<file path="src/design/fmtone_pkg.sv">
// ============================================================================
// fmtone_pkg
// Shared types, codes and constants for the FM channel tone register block.
// ============================================================================
`default_nettype none

package fmtone_pkg;

    // Fixed geometry
    localparam int NUM_CH     = 9;
    localparam int REG_DEPTH  = 64;
    localparam int REG_AW     = 6;
    localparam int CH_W       = 4;
    localparam int DRUM_FIRST = 6;

    // Register map
    localparam logic [REG_AW-1:0] REG_RHYTHM = 6'h0E;
    localparam logic [REG_AW-1:0] PAIR_FLIP  = 6'h30;
    localparam logic [1:0] GRP_CTRL = 2'd0;
    localparam logic [1:0] GRP_FLO  = 2'd1;
    localparam logic [1:0] GRP_FHI  = 2'd2;
    localparam logic [1:0] GRP_VOL  = 2'd3;
    localparam logic [3:0] CH_LAST  = 4'd8;
    localparam logic [3:0] CH_RHYTHM = 4'hE;

    // Sync command modes
    localparam logic [1:0] SYNC_ASYNC = 2'd0;
    localparam logic [1:0] SYNC_KEEP  = 2'd2;

    // Tone math
    localparam logic [20:0] TONE_MULT = 21'd3125;
    localparam logic [7:0]  ATT_INIT  = 8'h0F;

    typedef enum logic [1:0] {
        OP_LATCH  = 2'd0,
        OP_DATA   = 2'd1,
        OP_DIRECT = 2'd2,
        OP_SYNC   = 2'd3
    } t_opcode;

    typedef enum logic [2:0] {
        ST_IDLE,
        ST_RD_A,
        ST_RD_B,
        ST_EXEC,
        ST_FLUSH
    } t_state;

    typedef struct packed {
        t_opcode     opcode;
        logic [7:0]  reg_address;
        logic [7:0]  write_value;
        logic [1:0]  sync_mode;
    } t_in_item;

    typedef struct packed {
        logic [8:0]  sound_channel;
        logic [12:0] tone_frequency;
        logic [7:0]  tone_volume;
        logic        last_of_run;
    } t_out_item;

    typedef struct packed {
        logic accept;
        logic rd_b;
        logic exec;
        logic start_flush;
        logic emit;
    } t_cmd;

    typedef struct packed {
        logic exec_flush;
        logic pend_nz;
        logic out_free;
    } t_stat;

    // Value of a register file entry that was never written
    function automatic logic [7:0] reg_reset_value(input logic [REG_AW-1:0] addr);
        if (addr[5:4] == GRP_VOL && addr[3:0] <= CH_LAST) begin
            return ATT_INIT;
        end
        return 8'h00;
    endfunction

endpackage

`default_nettype wire

</file>
<file path="src/design/fmtone_ctrl.sv">
// ============================================================================
// fmtone_ctrl
// Sequencer: accepts a request, steps the register read, update and the
// per-channel report walk.
// ============================================================================
`default_nettype none

module fmtone_ctrl
    import fmtone_pkg::*;
(
    input  wire logic    i_clk,
    input  wire logic    i_rst_n,
    input  wire logic    i_in_valid,
    input  wire t_opcode i_opcode,
    input  wire t_stat   i_stat,
    output logic         o_in_ready,
    output t_cmd         o_cmd
);

    t_state r_state, n_state;

    // State register
    always_ff @(posedge i_clk) begin
        if (!i_rst_n) begin
            r_state <= ST_IDLE;
        end else begin
            r_state <= n_state;
        end
    end

    // Next state and commands
    always_comb begin
        n_state    = r_state;
        o_cmd      = '0;
        o_in_ready = 1'b0;
        case (r_state)
            ST_IDLE: begin
                o_in_ready = 1'b1;
                if (i_in_valid) begin
                    o_cmd.accept = 1'b1;
                    case (i_opcode)
                        OP_LATCH: n_state = ST_IDLE;
                        OP_SYNC: begin
                            o_cmd.start_flush = 1'b1;
                            n_state = ST_FLUSH;
                        end
                        default: n_state = ST_RD_A;
                    endcase
                end
            end
            ST_RD_A: n_state = ST_RD_B;
            ST_RD_B: begin
                o_cmd.rd_b = 1'b1;
                n_state = ST_EXEC;
            end
            ST_EXEC: begin
                o_cmd.exec = 1'b1;
                if (i_stat.exec_flush) begin
                    o_cmd.start_flush = 1'b1;
                    n_state = ST_FLUSH;
                end else begin
                    n_state = ST_IDLE;
                end
            end
            ST_FLUSH: begin
                if (i_stat.pend_nz) begin
                    o_cmd.emit = i_stat.out_free;
                end else begin
                    n_state = ST_IDLE;
                end
            end
            default: n_state = ST_IDLE;
        endcase
    end

endmodule

`default_nettype wire

</file>
<file path="src/design/fmtone_dp.sv">
// ============================================================================
// fmtone_dp
// Datapath: register file, per-channel tone and volume, change mask and the
// output register for channel reports.
// ============================================================================
`default_nettype none

module fmtone_dp
    import fmtone_pkg::*;
(
    input  wire logic     i_clk,
    input  wire logic     i_rst_n,
    input  wire t_in_item i_in_data,
    input  wire logic     i_cfg_we,
    input  wire logic [7:0] i_cfg_data,
    input  wire t_cmd     i_cmd,
    output t_stat         o_stat,
    output logic          o_out_valid,
    input  wire logic     i_out_ready,
    output t_out_item     o_out_data
);

    // Control and small state
    logic [REG_AW-1:0] r_latch;
    logic              r_sync;
    logic [7:0]        r_first;
    logic [7:0]        r_reg0e;
    logic [NUM_CH-1:0] r_mask, r_pend;
    logic              r_ovalid;
    logic [12:0]       r_freq [NUM_CH];
    logic [7:0]        r_vol  [NUM_CH];

    // Request payload
    logic [REG_AW-1:0] r_a;
    logic [7:0]        r_val;
    logic [7:0]        r_cur;

    // Register file memory with per-entry valid bits
    logic [7:0]           mem [REG_DEPTH];
    logic [REG_DEPTH-1:0] r_valid;
    logic [7:0]           r_rd_data;
    logic                 r_rd_vld;
    logic [REG_AW-1:0]    r_rd_addr;
    logic [REG_AW-1:0]    rd_addr;
    logic [7:0]           eff;

    // Update decode
    logic [3:0]        c;
    logic              drums;
    logic              ok, set_freq, set_vol, mute_drums;
    logic [7:0]        store, tone_hi, tone_lo;
    logic [12:0]       freq_val, tone;
    logic [NUM_CH-1:0] add_mask, n_mask;
    logic [8:0]        fnum;
    logic [20:0]       prod;
    logic [27:0]       wide;

    // Report walk
    logic [CH_W-1:0]   sel_idx;
    logic [NUM_CH-1:0] sel_bit;

    // Capture request and handle latch / sync mode
    always_ff @(posedge i_clk) begin
        if (i_cmd.accept) begin
            r_a   <= (i_in_data.opcode == OP_DATA) ? r_latch : i_in_data.reg_address[5:0];
            r_val <= i_in_data.write_value;
        end
        if (i_cmd.rd_b) begin
            r_cur <= (r_a == REG_RHYTHM) ? r_reg0e : eff;
        end
    end

    always_ff @(posedge i_clk) begin
        if (!i_rst_n) begin
            r_latch <= '0;
            r_sync  <= 1'b0;
            r_first <= '0;
        end else begin
            if (i_cfg_we) begin
                r_first <= i_cfg_data;
            end
            if (i_cmd.accept && i_in_data.opcode == OP_LATCH) begin
                r_latch <= i_in_data.write_value[5:0];
            end
            if (i_cmd.accept && i_in_data.opcode == OP_SYNC &&
                i_in_data.sync_mode != SYNC_KEEP) begin
                r_sync <= (i_in_data.sync_mode != SYNC_ASYNC);
            end
        end
    end

    // Register file: one read per cycle, write on a stored update
    assign rd_addr = i_cmd.rd_b ? (r_a ^ PAIR_FLIP) : r_a;

    always_ff @(posedge i_clk) begin
        r_rd_data <= mem[rd_addr];
        r_rd_addr <= rd_addr;
        if (i_cmd.exec && ok) begin
            mem[r_a] <= store;
        end
    end

    always_ff @(posedge i_clk) begin
        if (!i_rst_n) begin
            r_valid  <= '0;
            r_rd_vld <= 1'b0;
        end else begin
            r_rd_vld <= r_valid[rd_addr];
            if (i_cmd.exec && ok) begin
                r_valid[r_a] <= 1'b1;
            end
        end
    end

    assign eff = r_rd_vld ? r_rd_data : reg_reset_value(r_rd_addr);

    // Tone: (3125 * fnum << block) >> 15
    assign fnum = {tone_hi[0], tone_lo};
    assign prod = 21'(fnum) * TONE_MULT;
    assign wide = 28'(prod) << tone_hi[3:1];
    assign tone = wide[27:15];

    // Update decode, partner entry arrives in eff during exec
    assign c     = r_a[3:0];
    assign drums = r_reg0e[5];

    always_comb begin
        ok         = 1'b0;
        store      = r_val;
        tone_hi    = eff;
        tone_lo    = r_val;
        freq_val   = tone;
        set_freq   = 1'b0;
        set_vol    = 1'b0;
        mute_drums = 1'b0;
        case (r_a[5:4])
            GRP_CTRL: begin
                if (c == CH_RHYTHM) begin
                    if (r_val != r_cur) begin
                        ok    = 1'b1;
                        store = r_val[5] ? r_val : (r_val & 8'hE0);
                        mute_drums = ((store ^ r_cur) & store & 8'h20) != 8'h00;
                    end
                end else begin
                    ok = 1'b1;
                end
            end
            GRP_FLO: begin
                if (c <= CH_LAST && r_val != r_cur) begin
                    ok = 1'b1;
                    set_freq = (!drums || c < 4'(DRUM_FIRST)) && eff[4];
                end
            end
            GRP_FHI: begin
                if (c <= CH_LAST) begin
                    ok       = 1'b1;
                    tone_hi  = r_val;
                    tone_lo  = eff;
                    freq_val = r_val[4] ? tone : 13'd0;
                    set_freq = !drums || c < 4'(DRUM_FIRST);
                end
            end
            default: begin
                if (c <= CH_LAST && r_val != r_cur) begin
                    ok = 1'b1;
                    set_vol = (r_val[3:0] ^ r_cur[3:0]) != 4'd0;
                end
            end
        endcase
    end

    // Change mask gathered this cycle
    always_comb begin
        add_mask = '0;
        if (i_cmd.exec) begin
            if (set_freq || set_vol) begin
                add_mask = NUM_CH'(1) << c;
            end
            if (mute_drums) begin
                for (int j = DRUM_FIRST; j < NUM_CH; j++) begin
                    add_mask[j] = 1'b1;
                end
            end
        end
    end

    assign n_mask = r_mask | add_mask;

    // Channel state update
    always_ff @(posedge i_clk) begin
        if (!i_rst_n) begin
            for (int j = 0; j < NUM_CH; j++) begin
                r_freq[j] <= '0;
                r_vol[j]  <= '0;
            end
            r_reg0e <= '0;
        end else if (i_cmd.exec) begin
            if (set_freq) begin
                r_freq[c] <= freq_val;
            end
            if (set_vol) begin
                r_vol[c] <= {~r_val[3:0], ~r_val[3:0]};
            end
            if (mute_drums) begin
                for (int j = DRUM_FIRST; j < NUM_CH; j++) begin
                    r_freq[j] <= '0;
                end
            end
            if (ok && r_a == REG_RHYTHM) begin
                r_reg0e <= store;
            end
        end
    end

    // Lowest pending channel
    always_comb begin
        sel_idx = '0;
        for (int j = NUM_CH - 1; j >= 0; j--) begin
            if (r_pend[j]) begin
                sel_idx = CH_W'(j);
            end
        end
    end

    assign sel_bit = NUM_CH'(1) << sel_idx;

    // Mask and pending walk
    always_ff @(posedge i_clk) begin
        if (!i_rst_n) begin
            r_mask <= '1;
            r_pend <= '0;
        end else if (i_cmd.start_flush) begin
            r_mask <= '0;
            r_pend <= n_mask;
        end else begin
            r_mask <= n_mask;
            if (i_cmd.emit) begin
                r_pend <= r_pend & ~sel_bit;
            end
        end
    end

    // Output register
    always_ff @(posedge i_clk) begin
        if (i_cmd.emit) begin
            o_out_data.sound_channel  <= 9'(r_first) + 9'(sel_idx);
            o_out_data.tone_frequency <= r_freq[sel_idx];
            o_out_data.tone_volume    <= r_vol[sel_idx];
            o_out_data.last_of_run    <= (r_pend & ~sel_bit) == '0;
        end
    end

    always_ff @(posedge i_clk) begin
        if (!i_rst_n) begin
            r_ovalid <= 1'b0;
        end else if (i_cmd.emit) begin
            r_ovalid <= 1'b1;
        end else if (i_out_ready) begin
            r_ovalid <= 1'b0;
        end
    end

    assign o_out_valid       = r_ovalid;
    assign o_stat.exec_flush = i_cmd.exec && ok && !r_sync && (n_mask != '0);
    assign o_stat.pend_nz    = r_pend != '0;
    assign o_stat.out_free   = !r_ovalid || i_out_ready;

endmodule

`default_nettype wire

</file>
<file path="src/design/fm_sound_register_to_channel_tone.sv">
// ============================================================================
// fm_sound_register_to_channel_tone
// Register front end of a nine-channel FM sound block with channel reports.
// ============================================================================
// Usage:
//   Input channel (i_in_valid / o_in_ready / i_in_data) carries bus requests:
//   address latch write, data port write, direct register write, sync/flush.
//   Output channel (o_out_valid / i_out_ready / o_out_data) carries one
//   report per changed channel, lowest channel first, last_of_run on the end.
//   i_cfg_we / i_cfg_data set the channel number offset; write it while idle.
// Sequence:
//   A latch write is taken on accept alone. A register write steps through
//   accept, two reads of the register file (the entry, then its partner)
//   and the update. A flush then emits one report per changed channel and
//   finishes; the walk emits one channel per cycle while the output is free.
// Reset (i_rst_n low, synchronous): async mode, latch cleared, all nine
//   channels marked changed, register file reads its power-on values.
// Stall: a report waits in the output register; the walk pauses while it is
//   held, and the next request is accepted once the walk has finished.
// ============================================================================
`default_nettype none

module fm_sound_register_to_channel_tone
    import fmtone_pkg::*;
(
    input  wire logic       i_clk,
    input  wire logic       i_rst_n,
    input  wire logic       i_in_valid,
    output logic            o_in_ready,
    input  wire t_in_item   i_in_data,
    output logic            o_out_valid,
    input  wire logic       i_out_ready,
    output t_out_item       o_out_data,
    input  wire logic       i_cfg_we,
    input  wire logic [7:0] i_cfg_data
);

    t_cmd  w_cmd;
    t_stat w_stat;

    // Sequencer
    fmtone_ctrl u_ctrl (
        .i_clk      (i_clk),
        .i_rst_n    (i_rst_n),
        .i_in_valid (i_in_valid),
        .i_opcode   (i_in_data.opcode),
        .i_stat     (w_stat),
        .o_in_ready (o_in_ready),
        .o_cmd      (w_cmd)
    );

    // Datapath
    fmtone_dp u_dp (
        .i_clk       (i_clk),
        .i_rst_n     (i_rst_n),
        .i_in_data   (i_in_data),
        .i_cfg_we    (i_cfg_we),
        .i_cfg_data  (i_cfg_data),
        .i_cmd       (w_cmd),
        .o_stat      (w_stat),
        .o_out_valid (o_out_valid),
        .i_out_ready (i_out_ready),
        .o_out_data  (o_out_data)
    );

`ifndef SYNTHESIS
    // A report never overwrites one still waiting
    a_emit_free: assert property (@(posedge i_clk) disable iff (!i_rst_n)
        w_cmd.emit |-> (!o_out_valid || i_out_ready))
        else $error("report loaded over a pending one");

    // No new request taken right after a flush starts
    a_flush_blocks: assert property (@(posedge i_clk) disable iff (!i_rst_n)
        w_cmd.start_flush |=> !o_in_ready)
        else $error("request accepted during flush");

    // Update always follows the partner read
    a_exec_order: assert property (@(posedge i_clk) disable iff (!i_rst_n)
        w_cmd.exec |-> $past(w_cmd.rd_b))
        else $error("update without partner read");
`endif

endmodule

`default_nettype wire

</file>
<file path="config.mk">
export PLATFORM = sky130hd
export DESIGN_NAME = fm_sound_register_to_channel_tone
export DESIGN_NICKNAME = d
export VERILOG_FILES = /design/src/design/fmtone_pkg.sv /design/src/design/fmtone_ctrl.sv /design/src/design/fmtone_dp.sv /design/src/design/fm_sound_register_to_channel_tone.sv
export SDC_FILE = /design/constraint.sdc
export NUM_CORES = 1
export LEC_CHECK = 0
export BUFFER_PORTS_ARGS = -buffer_cell sky130_fd_sc_hd__buf_4
export CAP_MARGIN = 20
export CORE_ASPECT_RATIO = 1.75
export CORE_UTILIZATION = 45
export CTS_BUF_LIST = sky130_fd_sc_hd__clkbuf_8
export CTS_CLUSTER_DIAMETER = 40
export DETAILED_ROUTE_END_ITERATION = 12
export GPL_TIMING_DRIVEN = 0
export PLACE_DENSITY = 0.62
export SLEW_MARGIN = 40
export SYNTH_ARGS = -nofsm -noshare
export SYNTH_HDL_FRONTEND = slang
export SYNTH_SLANG_ARGS = --single-unit
export TNS_END_PERCENT = 5
</file>
<file path="constraint.sdc">
create_clock -name i_clk -period 6.8 [get_ports i_clk]
set_input_delay 1.02 -clock i_clk [delete_from_list [all_inputs] [get_ports i_clk]]
set_output_delay 1.02 -clock i_clk [all_outputs]
set_load 0.01 [all_outputs]
</file>
# After elaboration in Yosys (flattened, before gate mapping)

Memories as Yosys holds them, arrays and structs flattened. A register that Yosys moved wholly into a read port is not among the register bits.
Cells that the tools add are included.

Input bits: 33
Memory bits (writable): 701
Memories kept: 3
Output and inout port bits: 33
Flip-flop bits (word level): 148
Logic and storage cells: 181

Multipliers: 1
Order comparisons: 6
Equal/unequal tests: 15
Add/sub/neg operators: 1
Shift-type cells: 3
Bitwise operators: 12
Reductions and logical operators: 32
Multiplexer cells: 92

Memories:

| name        | words | width | read ports | clocked after Yosys merged registers in | write ports | RTL line        | text |
|---|---|---|---|---|---|---|---|
| u_dp.mem    | 64    | 8     | 1          | 1                                       | 1           | fmtone_dp.sv:39 | `logic [7:0] mem [REG_DEPTH];` |
| u_dp.r_freq | 9     | 13    | 1          | 1                                       | 9           | fmtone_dp.sv:30 | `logic [12:0] r_freq [NUM_CH];` |
| u_dp.r_vol  | 9     | 8     | 1          | 1                                       | 9           | fmtone_dp.sv:31 | `logic [7:0] r_vol [NUM_CH];` |

Operator list:

| kind                    | count |
|---|---|
| $mux W13                | 7 |
| $or A64 B64 Y64         | 1 |
| $mux W8                 | 7 |
| $mux W4                 | 13 |
| $mux W9                 | 5 |
| $mux W1                 | 43 |
| $mux W6                 | 6 |
| $shl A21 B3 Y28         | 1 |
| $mul A9 B12 Y21 const B | 1 |
| $reduce_bool A9 Y1      | 2 |
| $shl A1 B4 Y9 const A   | 2 |
| $pmux W3 S5             | 1 |
| $lt A6 B7 Y1 const B    | 2 |
| $reduce_or A13 Y1       | 1 |
| $mux W3                 | 4 |
| $logic_and A1 B1 Y1     | 11 |
| $add A8 B4 Y9           | 1 |
| $and A9 B9 Y9           | 1 |
| $logic_not A9 Y1        | 1 |
| $not A9 Y9              | 1 |
| $or A9 B9 Y9            | 1 |
| $le A4 B4 Y1 const B    | 2 |
| $ne A8 B8 Y1            | 1 |
| $reduce_or A8 Y1        | 1 |
| other kinds (28)        | 46 |

# Depth between registers and ports, before layout

Gate-level depths: netlist of run 1.

Word-level depth: 18
Mapped depth: 25
Depth with buffers taken out: 24

# By module

A second synthesis of run 1 with hierarchy kept.

Cells, all modules: 2,534
Area, all modules: 38,067.8 um^2

Modules (own cells, without submodules):

| module      | cells each | seq. area each (um^2) | instances | area each (um^2) |
|---|---|---|---|---|
| fmtone_dp   | 2,508      | 25,134.1              | 1         | 37,847.5 |
| fmtone_ctrl | 26         | 60.1                  | 1         | 220.2 |

# Worst setup path after synthesis of run 1

No wires, ideal clock.

Path kind: register -> register
Start: register u_dp.r_a[2]
End: memory u_dp.r_freq[10][4], data pin
Clock period less this slack: 5.692 ns
Arrival: 5.415 ns
Required time: 6.524 ns
Path buffers: 2
Cell stages (with the launch flop): 23
Library setup time: 0.276 ns
Setup slack: 1.108 ns
Path through: edfxtp_1 -> buf_2 -> o31ai_4 -> nand2_2 -> clkbuf_1 -> o21ai_0 -> ha_1 -> inv_1 -> fa_1 -> inv_1 -> ha_1 -> inv_1 -> fa_1 -> inv_1 -> ha_1 -> and4_1 -> a221oi_2 -> o211ai_2 -> o21a_1 -> o221ai_1 -> o211ai_1 -> a32oi_2 -> inv_1

RTL lines:

| what                   | RTL line        | text |
|---|---|---|
| from (decl)            | fmtone_dp.sv:34 | `logic [REG_AW-1:0] r_a;` |
| from (signal assigned) | fmtone_dp.sv:65 | `r_a <= (i_in_data.opcode == OP_DATA) ? r_latch : i_in_data.reg_address[5:0];` |
| to (decl)              | fmtone_dp.sv:30 |  |

==> flow_summary.json, run 1 <==
{
  "post-route-period-util": 0.980,
  "clockBufferDepth": 3,
  "crit_path_start": "u_dp.r_a[2]",
  "rrSetupSlack_ns": 0.14,
  "critPathBufInv": 7,
  "syn_avg_cell_area_sq_um": 14.9,
  "dp_cells": 3771,
  "grt_use_total": 0.248,
  "drt-initial-drc-count": 1775,
  "ios": 66,
  "h-tree-depth": 3,
  "ys_seq_elements": 889,
  "wl_um": 106000,
  "fin_nets": 2942,
  "holdPathStages": 1,
  "path_class": "reg2reg",
  "grt_max_degree": 49,
  "cts-root-buf": "clkbuf_8",
  "vias": 23100,
  "drc_errors": 0,
  "crit_fanout": 10,
  "critical_path.top_delay_family": "adder cells",
  "final_area_sq_um": 43400,
  "yosysSeqAreaShare": 0.660,
  "synth_flop_cell": "edfxtp_1",
  "synth_cell_types": 78,
  "portBuffers": 61,
  "min_from": "i_in_data[8]",
  "dp_slack_ns": -0.533,
  "drt-wirelength-per-cell_um": 26.5,
  "rsz0062_at_grt": "yes",
  "grt_pass1_vias": 24200,
  "status": "finished, final reports clean",
  "grt_first_pass_wirelength_um": 154000,
  "critPathMaxStageDelay_ns": 0.76,
  "synthCells": 2570,
  "worst_pin_slew_ns": 0.904,
  "rr_endpoint": "u_dp.r_freq[10][1]",
  "cp.required_ns": 7.35,
  "cts-buffers-inserted": 119,
  "cpMaxStageDelayCell": "a211oi_4",
  "regToRegStartpoint": "u_dp.r_a[2]",
  "grt-ovfl-total": 0,
  "cp_data_arrival_time_ns": 7.21,
  "yosysWarnings": 0,
  "synth_edf_count": 739,
  "final_antenna_net_count": 0,
  "r2r.worst_path.cells": 23,
  "finClkSkew_ns": 0.0427,
  "antenna_found_initial": 3,
  "cts.sinks": 889,
  "min_period_ns": 6.66,
  "insertion_delay_ns": 0.86,
  "dpl_cell_area_sq_um": 40500,
  "fp-row-count": 141,
  "p_leak_nw": 15.3,
  "dr.pass1.iters": 5,
  "critical_path.startpoint_type": "register",
  "relSlewSlack": 0.398,
  "fin_ws_ns": 0.137,
  "powerDensity_nw_per_um2": 330,
  "syn_area_sq_um": 38200,
  "die-area_sq_um": 86000,
  "setup_viol": 0,
  "gp_congestion": 0.924,
  "crit_chain": "buf_2 > o31ai_4 > nand2_2 > buf_2 > nand2_1 > o21ai_4 > ha_1 > ha_1 > inv_1 > fa_1 > inv_1 > fa_1 > ha_1 > clkbuf_2 > and4_1 > buf_2 > and4_1 > nor4_2 > nor4_1 > a211oi_1 > a31oi_1 > a211oi_4 > inv_1",
  "coreArea_sq_um": 84200,
  "holdPathEnd": "u_dp.r_val[6]",
  "cts_tree": "yes",
  "peakVddDrop_mv": 0.186,
  "area_delta_synth_final_pct": 13.6,
  "hold_viol": 0,
  "setup.worst_path.end_class": "register",
  "hpwl_um": 78600,
  "final_max_slew_viol_count": 0,
  "drive_gt1_frac": 0.223,
  "hold_path_class": "in2reg",
  "max_freq_ghz": 0.150,
  "synthArstFlopShare": 0,
  "maxCapViolations": 0,
  "start_util": 0.454,
  "die_y_um": 387,
  "hold_buffers": 0,
  "die_w_um": 222,
  "viasPerCell": 5.77,
  "final_core_utilization": 0.515,
  "clk_pin_slew_ns": 0.07,
  "final_cell_count_no_fill": 4006
}
-- cells in the final DEF (no fill, tap or decap), types with 12 or more instances in the layout --
cell / netlist / layout
ha_1: 66 / 65
mux2i_1: 62 / 62
o211ai_1: 58 / 58
dfxtp_1: 150 / 150
edfxtp_1: 739 / 739
mux2_2: 57 / 57
a21oi_1: 70 / 66
nand3_1: 64 / 62
buf_2: 34 / 39
clkinv_1: 3 / 27
inv_1: 71 / 102
conb_1: 1 / 51
nand4_1: 20 / 20
a31oi_1: 14 / 14
o21ai_0: 81 / 72
clkbuf_8: 0 / 124
nor2_2: 0 / 56
nor2_1: 335 / 278
nand2_1: 188 / 185
mux4_2: 181 / 181
clkinv_2: 0 / 23
nor3_1: 40 / 39
xnor2_1: 19 / 17
fa_1: 16 / 16
clkbuf_1: 90 / 81
bufinv_16: 0 / 12
o21a_1: 12 / 12
and3_1: 15 / 15
buf_4: 5 / 73
-- per-stage QoR --
step | hold WS, ns | total power [W] | setup TNS [ns]
floorplan | 0.343 | 0.00869 | 0
global placement | 0.373 | 0.00984 | -86.69
detailed placement | 0.372 | 0.00993 | -49.44
CTS | 0.328 | 0.0142 | -0.000898
global route | 0.370 | 0.0148 | -2.74
finish | 0.366 | 0.0143 | 0
-- report_power, final --
part,switching (W),leakage [nW],internal [W]
Combinational,0.00247,5.76,0.00129
Clock,0.00210,1.41,0.00219
Sequential,0.0000874,8.10,0.00618
Total,0.00466,15.3,0.00965
-- per-layer routing --
metal	vias up	share of wire	wire length [um]	track usage
li1	10300	-	-	-
met1	11600	0.32	33800	0.232
met2	868	0.55	58800	0.474
met3	338	0.045	4780	0.0390
met4	4	0.082	8720	0.186
met5	-	0.00026	28	0
-- state kept, by name, summed over array words and instances (netlist names) --
name and count:
u_dp.mem 512, u_dp.r_freq 156, u_dp.r_valid 64, u_dp.r_vol 48, u_dp.o_out_data 27, u_dp.r_mask 9, u_dp.r_pend 9, u_dp.r_cur 8
u_dp.r_first 8, u_dp.r_rd_data 8, u_dp.r_reg0e 8, u_dp.r_val 8, u_dp.r_a 6, u_dp.r_latch 6, u_dp.r_rd_addr 6, u_ctrl.r_state 3
u_dp.o_out_valid 1, u_dp.r_rd_vld 1, u_dp.r_sync 1
-- timing repair --
action                                  4_1_cts  5_1_grt
buffers inserted                              2        4
resized for setup                            19       20
pin swaps                                     3        3
endpoints found under the setup margin      152      149
-- cells in the mapped netlist, types with 6 or more instances --
master	number	area (sq um)
a211o_1	8	70.1
a211oi_1	7	52.6
a21o_1	11	82.6
a21oi_1	70	350
a31oi_1	14	87.6
and2_1	13	81.3
and3_1	15	93.8
buf_1	15	56.3
buf_2	34	170
clkbuf_1	90	338
dfxtp_1	150	3000
edfxtp_1	739	22200
fa_1	16	320
ha_1	66	826
inv_1	71	267
mux2_2	57	642
mux2i_1	62	621
mux4_2	181	4080
nand2_1	188	706
nand2b_1	8	50.1
nand3_1	64	320
nand4_1	20	125
nor2_1	335	1260
nor2b_1	9	56.3
nor3_1	40	200
nor4_1	13	81.3
o211ai_1	58	435
o21a_1	12	90.1
o21ai_0	81	405
o22ai_1	6	37.5
o31ai_1	10	75.1
xnor2_1	19	166
-- final cells by class --
type | count | area (sq um)
sequential | 889 | 25200
tap | 1072 | 1340
clock inverter | 102 | 825
fill | 6959 | 40800
clock buffer | 124 | 1710
multi-input combinational | 1512 | 12600
inverter | 74 | 278
buffer | 145 | 623
antenna | 2 | 5.00
timing repair buffer | 86 | 774
-- worst max path at each step --
| stage | to | slack, ns | depth (start not counted) |
|---|---|---|---|
| final | u_dp.r_freq[10][1] | 0.14 | 23 |
| after global routing | u_dp.r_freq[10][1] | -0.13 | 22 |
| after CTS | u_dp.r_freq[9][9] | -0.0009 | 21 |
| after detailed placement | u_dp.r_freq[11][5] | -0.53 | 22 |
| after global placement | u_dp.r_freq[10][6] | -0.87 | 17 |
| after floorplan | u_dp.r_freq[10][4] | 1.11 | 22 |
-- kinds of logic (layout without fill, tap and decap cells) --
kind of cell	count (synthesis)	after routing	share of synthesized area
buffers and inverters	219	531	0.0232
AOI/OAI and AO/OA	327	327	0.0577
muxes	302	302	0.141
adders and majority gates	82	82	0.0300
and+or+nand+nor	727	727	0.0830
xor gates and xnor gates	23	23	0.00528
DFF	889	889	0.660
other	1	53	0.0000983
-- worst register-to-register path, delay by kind of cell, from the launching register on --
family	cells	cell delay, ns
simple gates	6	1.35
buf+inv	7	1.11
flops	1	0.40
compound gates	5	1.65
fa+ha+maj	5	1.87
(Power assumes the default switching activity.)
==> run 2, diff against run 1 <==
==> constraint.sdc (replaced) <==
create_clock -name i_clk -period 6.8 [get_ports i_clk]
set_input_delay 0.34 -clock i_clk [delete_from_list [all_inputs] [get_ports i_clk]]
set_output_delay 0.34 -clock i_clk [all_outputs]
set_load 0.01 [all_outputs]
==> flow_summary.json, run 2 (same netlist as run 1, synthesis figures left out) <==
{
  "status": "finished, final reports clean",
  "rsz0062_at_grt": "yes",
  "path_class": "reg2reg",
  "final_max_slew_viol_count": 0,
  "cts.sinks": 889,
  "combPwrFrac": 0.263,
  "holdPathEnd": "u_dp.r_first[0]",
  "final_cell_mix": "edfxtp_1, nor2_1, nand2_1",
  "drt-initial-drc-count": 1721,
  "p_int_w": 0.00967,
  "hold_viol": 0,
  "area_delta_synth_final_pct": 14.4,
  "h-tree-depth": 3,
  "seqPwrFrac": 0.437,
  "min_period_ns": 6.65,
  "ios": 66,
  "clk_pin_slew_ns": 0.07,
  "rrSetupSlack_ns": 0.15,
  "setup.worst_path.end_class": "register",
  "start_util": 0.454,
  "max_freq_ghz": 0.150,
  "insertion_delay_ns": 0.85,
  "coreArea_sq_um": 84200,
  "regToRegStartpoint": "u_dp.r_a[2]",
  "clockBufferDepth": 3,
  "grt-ovfl-total": 0,
  "cts_tree": "yes",
  "peakVddDrop_mv": 0.185,
  "holdPathStages": 3,
  "vias": 23300,
  "die-area_sq_um": 86000,
  "dpl_cell_area_sq_um": 40500,
  "largest_register": "u_dp.mem",
  "fin_nets": 2974,
  "hold_path_class": "in2reg",
  "drive_gt1_frac": 0.221,
  "drc_errors": 0,
  "die_w_um": 222,
  "die_y_um": 387,
  "hpwl_um": 78600,
  "cp.required_ns": 7.34,
  "power.share.clock": 0.299,
  "grt_use_total": 0.249,
  "maxCapViolations": 0,
  "largest_reg_flops": 512,
  "grt_max_degree": 49,
  "powerDensity_nw_per_um2": 328,
  "rr_endpoint": "u_dp.r_freq[10][1]",
  "antenna_found_initial": 3,
  "grt_first_pass_wirelength_um": 155000,
  "final_antenna_net_count": 0,
  "worst_pin_slew_ns": 0.901,
  "reg_top3": "u_dp.mem (512), u_dp.r_freq (156), u_dp.r_valid (64)",
  "min_from": "i_cfg_we",
  "cp_data_arrival_time_ns": 7.19,
  "dr.pass1.iters": 9,
  "fp-row-count": 141,
  "post-route-period-util": 0.978,
  "r2r.worst_path.cells": 23,
  "p_sw_frac": 0.325,
  "grt_pass1_vias": 24300,
  "p_switching_w": 0.00466,
  "drt-wirelength-per-cell_um": 26.4,
  "cts-root-buf": "clkbuf_8",
  "critical_path.startpoint_type": "register",
  "relSlewSlack": 0.399,
  "gp_congestion": 0.924,
  "final_area_sq_um": 43700,
  "layout_commonest_cell": "edfxtp_1",
  "cts-buffers-inserted": 119,
  "portBuffers": 61,
  "worst_hold_slack_ns": 0.0620,
  "finClkSkew_ns": 0.0464,
  "wl_um": 106000,
  "crit_fanout": 10,
  "setup_viol": 0,
  "p_leak_nw": 15.4,
  "viasPerCell": 5.76
}
## run 2: changes by cell type in the layout (fill, tap and decap cells not counted), sizes merged
| cell | delta |
|---|---|
| dlygate4sd3 | +32 |
## run 2: layer usage
layer,global-route usage,vias up,wire length [um]
li1,-,10400,-
met2,0.475,868,58900
met3,0.0390,344,4980
met1,0.234,11700,33900
met4,0.186,4,8630
met5,0,-,27
## run 2: repair_timing
action                                  in CTS  in global routing
hold endpoints to repair                    31                  0
endpoints found under the setup margin     152                149
buffers inserted                             2                  4
gates resized for setup                     19                 20
pin swaps                                    3                  3
hold buffers                                32                  0
## run 2: critical path: stages, from the launching register on
cell      delay (ns)
edfxtp_1        0.40
buf_2           0.27
o31ai_4         0.40
nand2_2         0.22
buf_2           0.25
nand2_1         0.13
o21ai_4         0.11
ha_1            0.35
ha_1            0.29
inv_1           0.05
fa_1            0.47
inv_1           0.05
fa_1            0.47
ha_1            0.29
clkbuf_2        0.17
and4_1          0.20
buf_2           0.15
and4_1          0.25
nor4_2          0.41
nor4_1          0.12
a211oi_1        0.23
a31oi_1         0.15
a211oi_4        0.76
inv_1           0.15
## run 2: layout make-up
cell class / instances / area (sq um)
antenna: 2 / 5.00
fill: 6926 / 40500
inverter: 74 / 278
buffer: 145 / 623
multi-input combinational: 1512 / 12600
sequential: 889 / 25200
clock inverter: 102 / 825
clock buffer: 124 / 1710
timing repair buffer: 118 / 1090
tap: 1072 / 1340
## run 2: power by group through the flow
stage / combinational [W] / sequential [W] / clock, W
finish: 0.00377 / 0.00626 / 0.00429
global route: 0.00404 / 0.00627 / 0.00454
CTS: 0.00366 / 0.00626 / 0.00435
detailed placement: 0.00355 / 0.00638 / 0
global placement: 0.00343 / 0.00641 / 0
floorplan: 0.00233 / 0.00636 / 0
## run 2: metrics by stage
stage / util / std cells / TNS (ns) / setup WS [ns] / total power, W
2_1_floorplan: - / 2620 / 0 / 1.11 / 0.00869
3_3_place_gp: 0.477 / 3753 / -86.69 / -0.870 / 0.00984
3_5_place_dp: 0.482 / 3771 / -49.44 / -0.533 / 0.00993
4_1_cts: 0.517 / 4031 / -0.000898 / -0.000898 / 0.0143
5_1_grt: 0.519 / 4037 / -2.74 / -0.125 / 0.0149
6_report: 0.519 / 4038 / 0 / 0.148 / 0.0143
## run 2: worst max-delay path by stage
stage / from / to / cells past startpoint
floorplan: u_dp.r_a[2] / u_dp.r_freq[10][4] / 22
CTS: u_dp.r_a[2] / u_dp.r_freq[9][9] / 21
global route: u_dp.r_a[4] / u_dp.r_freq[10][1] / 22
detailed placement: u_dp.r_a[2] / u_dp.r_freq[11][5] / 22
finish: u_dp.r_a[2] / u_dp.r_freq[10][1] / 23
global placement: u_dp.r_val[6] / u_dp.r_freq[10][6] / 17
==> run 3, diff against run 2 <==
Settings changed: GPL_ROUTABILITY_DRIVEN set to 0, SLEW_MARGIN 40 to unset.
Clock period 6.8 ns to 6.6 ns, I/O delays scaled along.
==> flow_summary.json, run 3 (same netlist as run 1, synthesis figures left out) <==
{
  "path_class": "reg2reg",
  "combPwrFrac": 0.279,
  "crit_path_start": "u_dp.r_a[2]",
  "hold_viol": 0,
  "vias": 23400,
  "final_max_slew_viol_count": 0,
  "rrSetupSlack_ns": 0.24,
  "coreArea_sq_um": 84200,
  "cts-buffers-inserted": 119,
  "final_cell_count_no_fill": 4034,
  "portBuffers": 61,
  "viasPerCell": 5.80,
  "drive_gt1_frac": 0.188,
  "reg_top3": "u_dp.mem (512), u_dp.r_freq (156), u_dp.r_valid (64)",
  "r2r.worst_path.cells": 24,
  "worst_pin_slew_ns": 1.09,
  "die_y_um": 387,
  "rr_endpoint": "u_dp.r_freq[0][4]",
  "wl_um": 106000,
  "max_freq_ghz": 0.157,
  "min_period_ns": 6.36,
  "seqPwrFrac": 0.452,
  "p_switching_w": 0.00469,
  "setup.worst_path.end_class": "register",
  "relSlewSlack": 0.271,
  "antenna_found_initial": 2,
  "area_delta_synth_final_pct": 13.5,
  "dp_cells": 3768,
  "dr.pass1.iters": 7,
  "post-route-period-util": 0.963,
  "cts_tree": "yes",
  "cts.sinks": 889,
  "worst_hold_slack_ns": 0.101,
  "fp-row-count": 141,
  "p_leak_nw": 15.3,
  "crit_path_end": "u_dp.r_freq[0][4]",
  "setup_viol": 0,
  "regToRegStartpoint": "u_dp.r_a[2]",
  "grt_pass1_vias": 24600,
  "grt_first_pass_wirelength_um": 155000,
  "hpwl_um": 78500,
  "insertion_delay_ns": 0.83,
  "grt_max_degree": 50,
  "p_int_w": 0.00958,
  "drt-wirelength-per-cell_um": 26.3,
  "maxCapViolations": 0,
  "layout_commonest_cell": "edfxtp_1",
  "clockBufferDepth": 3,
  "grt-ovfl-total": 0,
  "largest_reg_flops": 512,
  "status": "finished, final reports clean",
  "critical_path.startpoint_type": "register",
  "grt_use_total": 0.250,
  "die_w_um": 222,
  "cts-root-buf": "clkbuf_8",
  "ios": 66,
  "cp_data_arrival_time_ns": 6.99,
  "crit_fanout": 10,
  "power.share.clock": 0.269,
  "final_antenna_net_count": 0,
  "start_util": 0.454,
  "p_sw_frac": 0.329,
  "drc_errors": 0,
  "final_cell_mix": "edfxtp_1, nor2_1, nand2_1",
  "peakVddDrop_mv": 0.194,
  "fin_nets": 2973,
  "hold_path_class": "in2reg",
  "powerDensity_nw_per_um2": 330,
  "clk_pin_slew_ns": 0.06,
  "die-area_sq_um": 86000,
  "setup_tns_ns": 0,
  "drt-initial-drc-count": 1905,
  "power_w": 0.0143,
  "cp.required_ns": 7.23,
  "finClkSkew_ns": 0.0467,
  "h-tree-depth": 3,
  "largest_register": "u_dp.mem"
}
[run 3: changes by cell type in the layout (fill, tap and decap cells not counted), moves of 11 or more]
cell and change:
bufinv_16 -11, nor2_2 -55, buf_6 -11, clkinv_2 -16, nor2_1 +56, inv_1 +22
[run 3: worst min path at each step]
| stage | from | end | slack, ns | cells after the start |
|---|---|---|---|---|
| after floorplan | u_dp.r_a[0] | u_dp.r_rd_addr[0] | 0.34 | 0 |
| after global placement | u_dp.r_a[2] | u_dp.r_rd_addr[2] | 0.36 | 0 |
| after detailed placement | u_dp.r_a[2] | u_dp.r_rd_addr[2] | 0.36 | 0 |
| after CTS | i_cfg_we | u_dp.r_first[3] | 0.01 | 3 |
| after global routing | i_cfg_we | u_dp.r_first[3] | 0.08 | 3 |
| final | i_cfg_we | u_dp.r_first[3] | 0.10 | 3 |
[run 3: routing by layer]
metal / GRT usage / part of all wire / up-vias
met3: 0.0388 / 0.048 / 369
li1: - / - / 10400
met5: 0 / 0.00012 / -
met1: 0.233 / 0.31 / 11700
met4: 0.200 / 0.089 / 2
met2: 0.474 / 0.55 / 968
[run 3: area by class of cell]
type / count / area, sq um
Antenna cell: 3 / 7.51
Buffer: 145 / 614
Clock buffer: 124 / 1710
Clock inverter: 98 / 460
Fill cell: 6914 / 40800
Inverter: 74 / 278
Multi-Input combinational cell: 1512 / 12500
Sequential cell: 889 / 25200
Tap cell: 1072 / 1340
Timing Repair Buffer: 117 / 1250
[run 3: repair_timing]
action	CTS	global route
pin swaps	4	6
gates resized for setup	13	38
hold buffers	27	0
setup endpoints to repair	152	156
buffers inserted	2	9
cloned	0	0
endpoints found under the hold margin	31	0
[run 3: power groups by stage]
stage          combinational, W  clock [W]  sequential, W
2_1_floorplan           0.00240          0        0.00656
3_3_place_gp            0.00348          0        0.00660
3_5_place_dp            0.00361          0        0.00658
4_1_cts                 0.00371    0.00392        0.00645
5_1_grt                 0.00425    0.00413        0.00646
6_report                0.00398    0.00384        0.00645
[run 3: worst max-delay path: stages (launching register included)]
cell      delay [ns]
edfxtp_1        0.38
clkbuf_4        0.25
o31ai_4         0.38
buf_4           0.17
and2_1          0.11
buf_2           0.19
nand2_1         0.09
o21ai_2         0.15
ha_1            0.32
ha_1            0.31
fa_1            0.49
inv_1           0.05
fa_1            0.50
inv_1           0.05
ha_2            0.41
and4_1          0.19
buf_2           0.16
and4_2          0.30
o21ai_1         0.14
and2_1          0.24
o31a_1          0.32
o211ai_1        0.48
a32oi_4         0.18
buf_12          0.19
nor2_1          0.11
[run 3: per-stage QoR]
step	util	worst slack, ns	area [sq um]
finish	0.515	0.243	43300
global route	0.515	-0.0476	43300
CTS	0.511	-0.278	43000
detailed placement	0.481	-0.889	40500
global placement	0.477	-0.941	40200
floorplan	-	0.908	38400
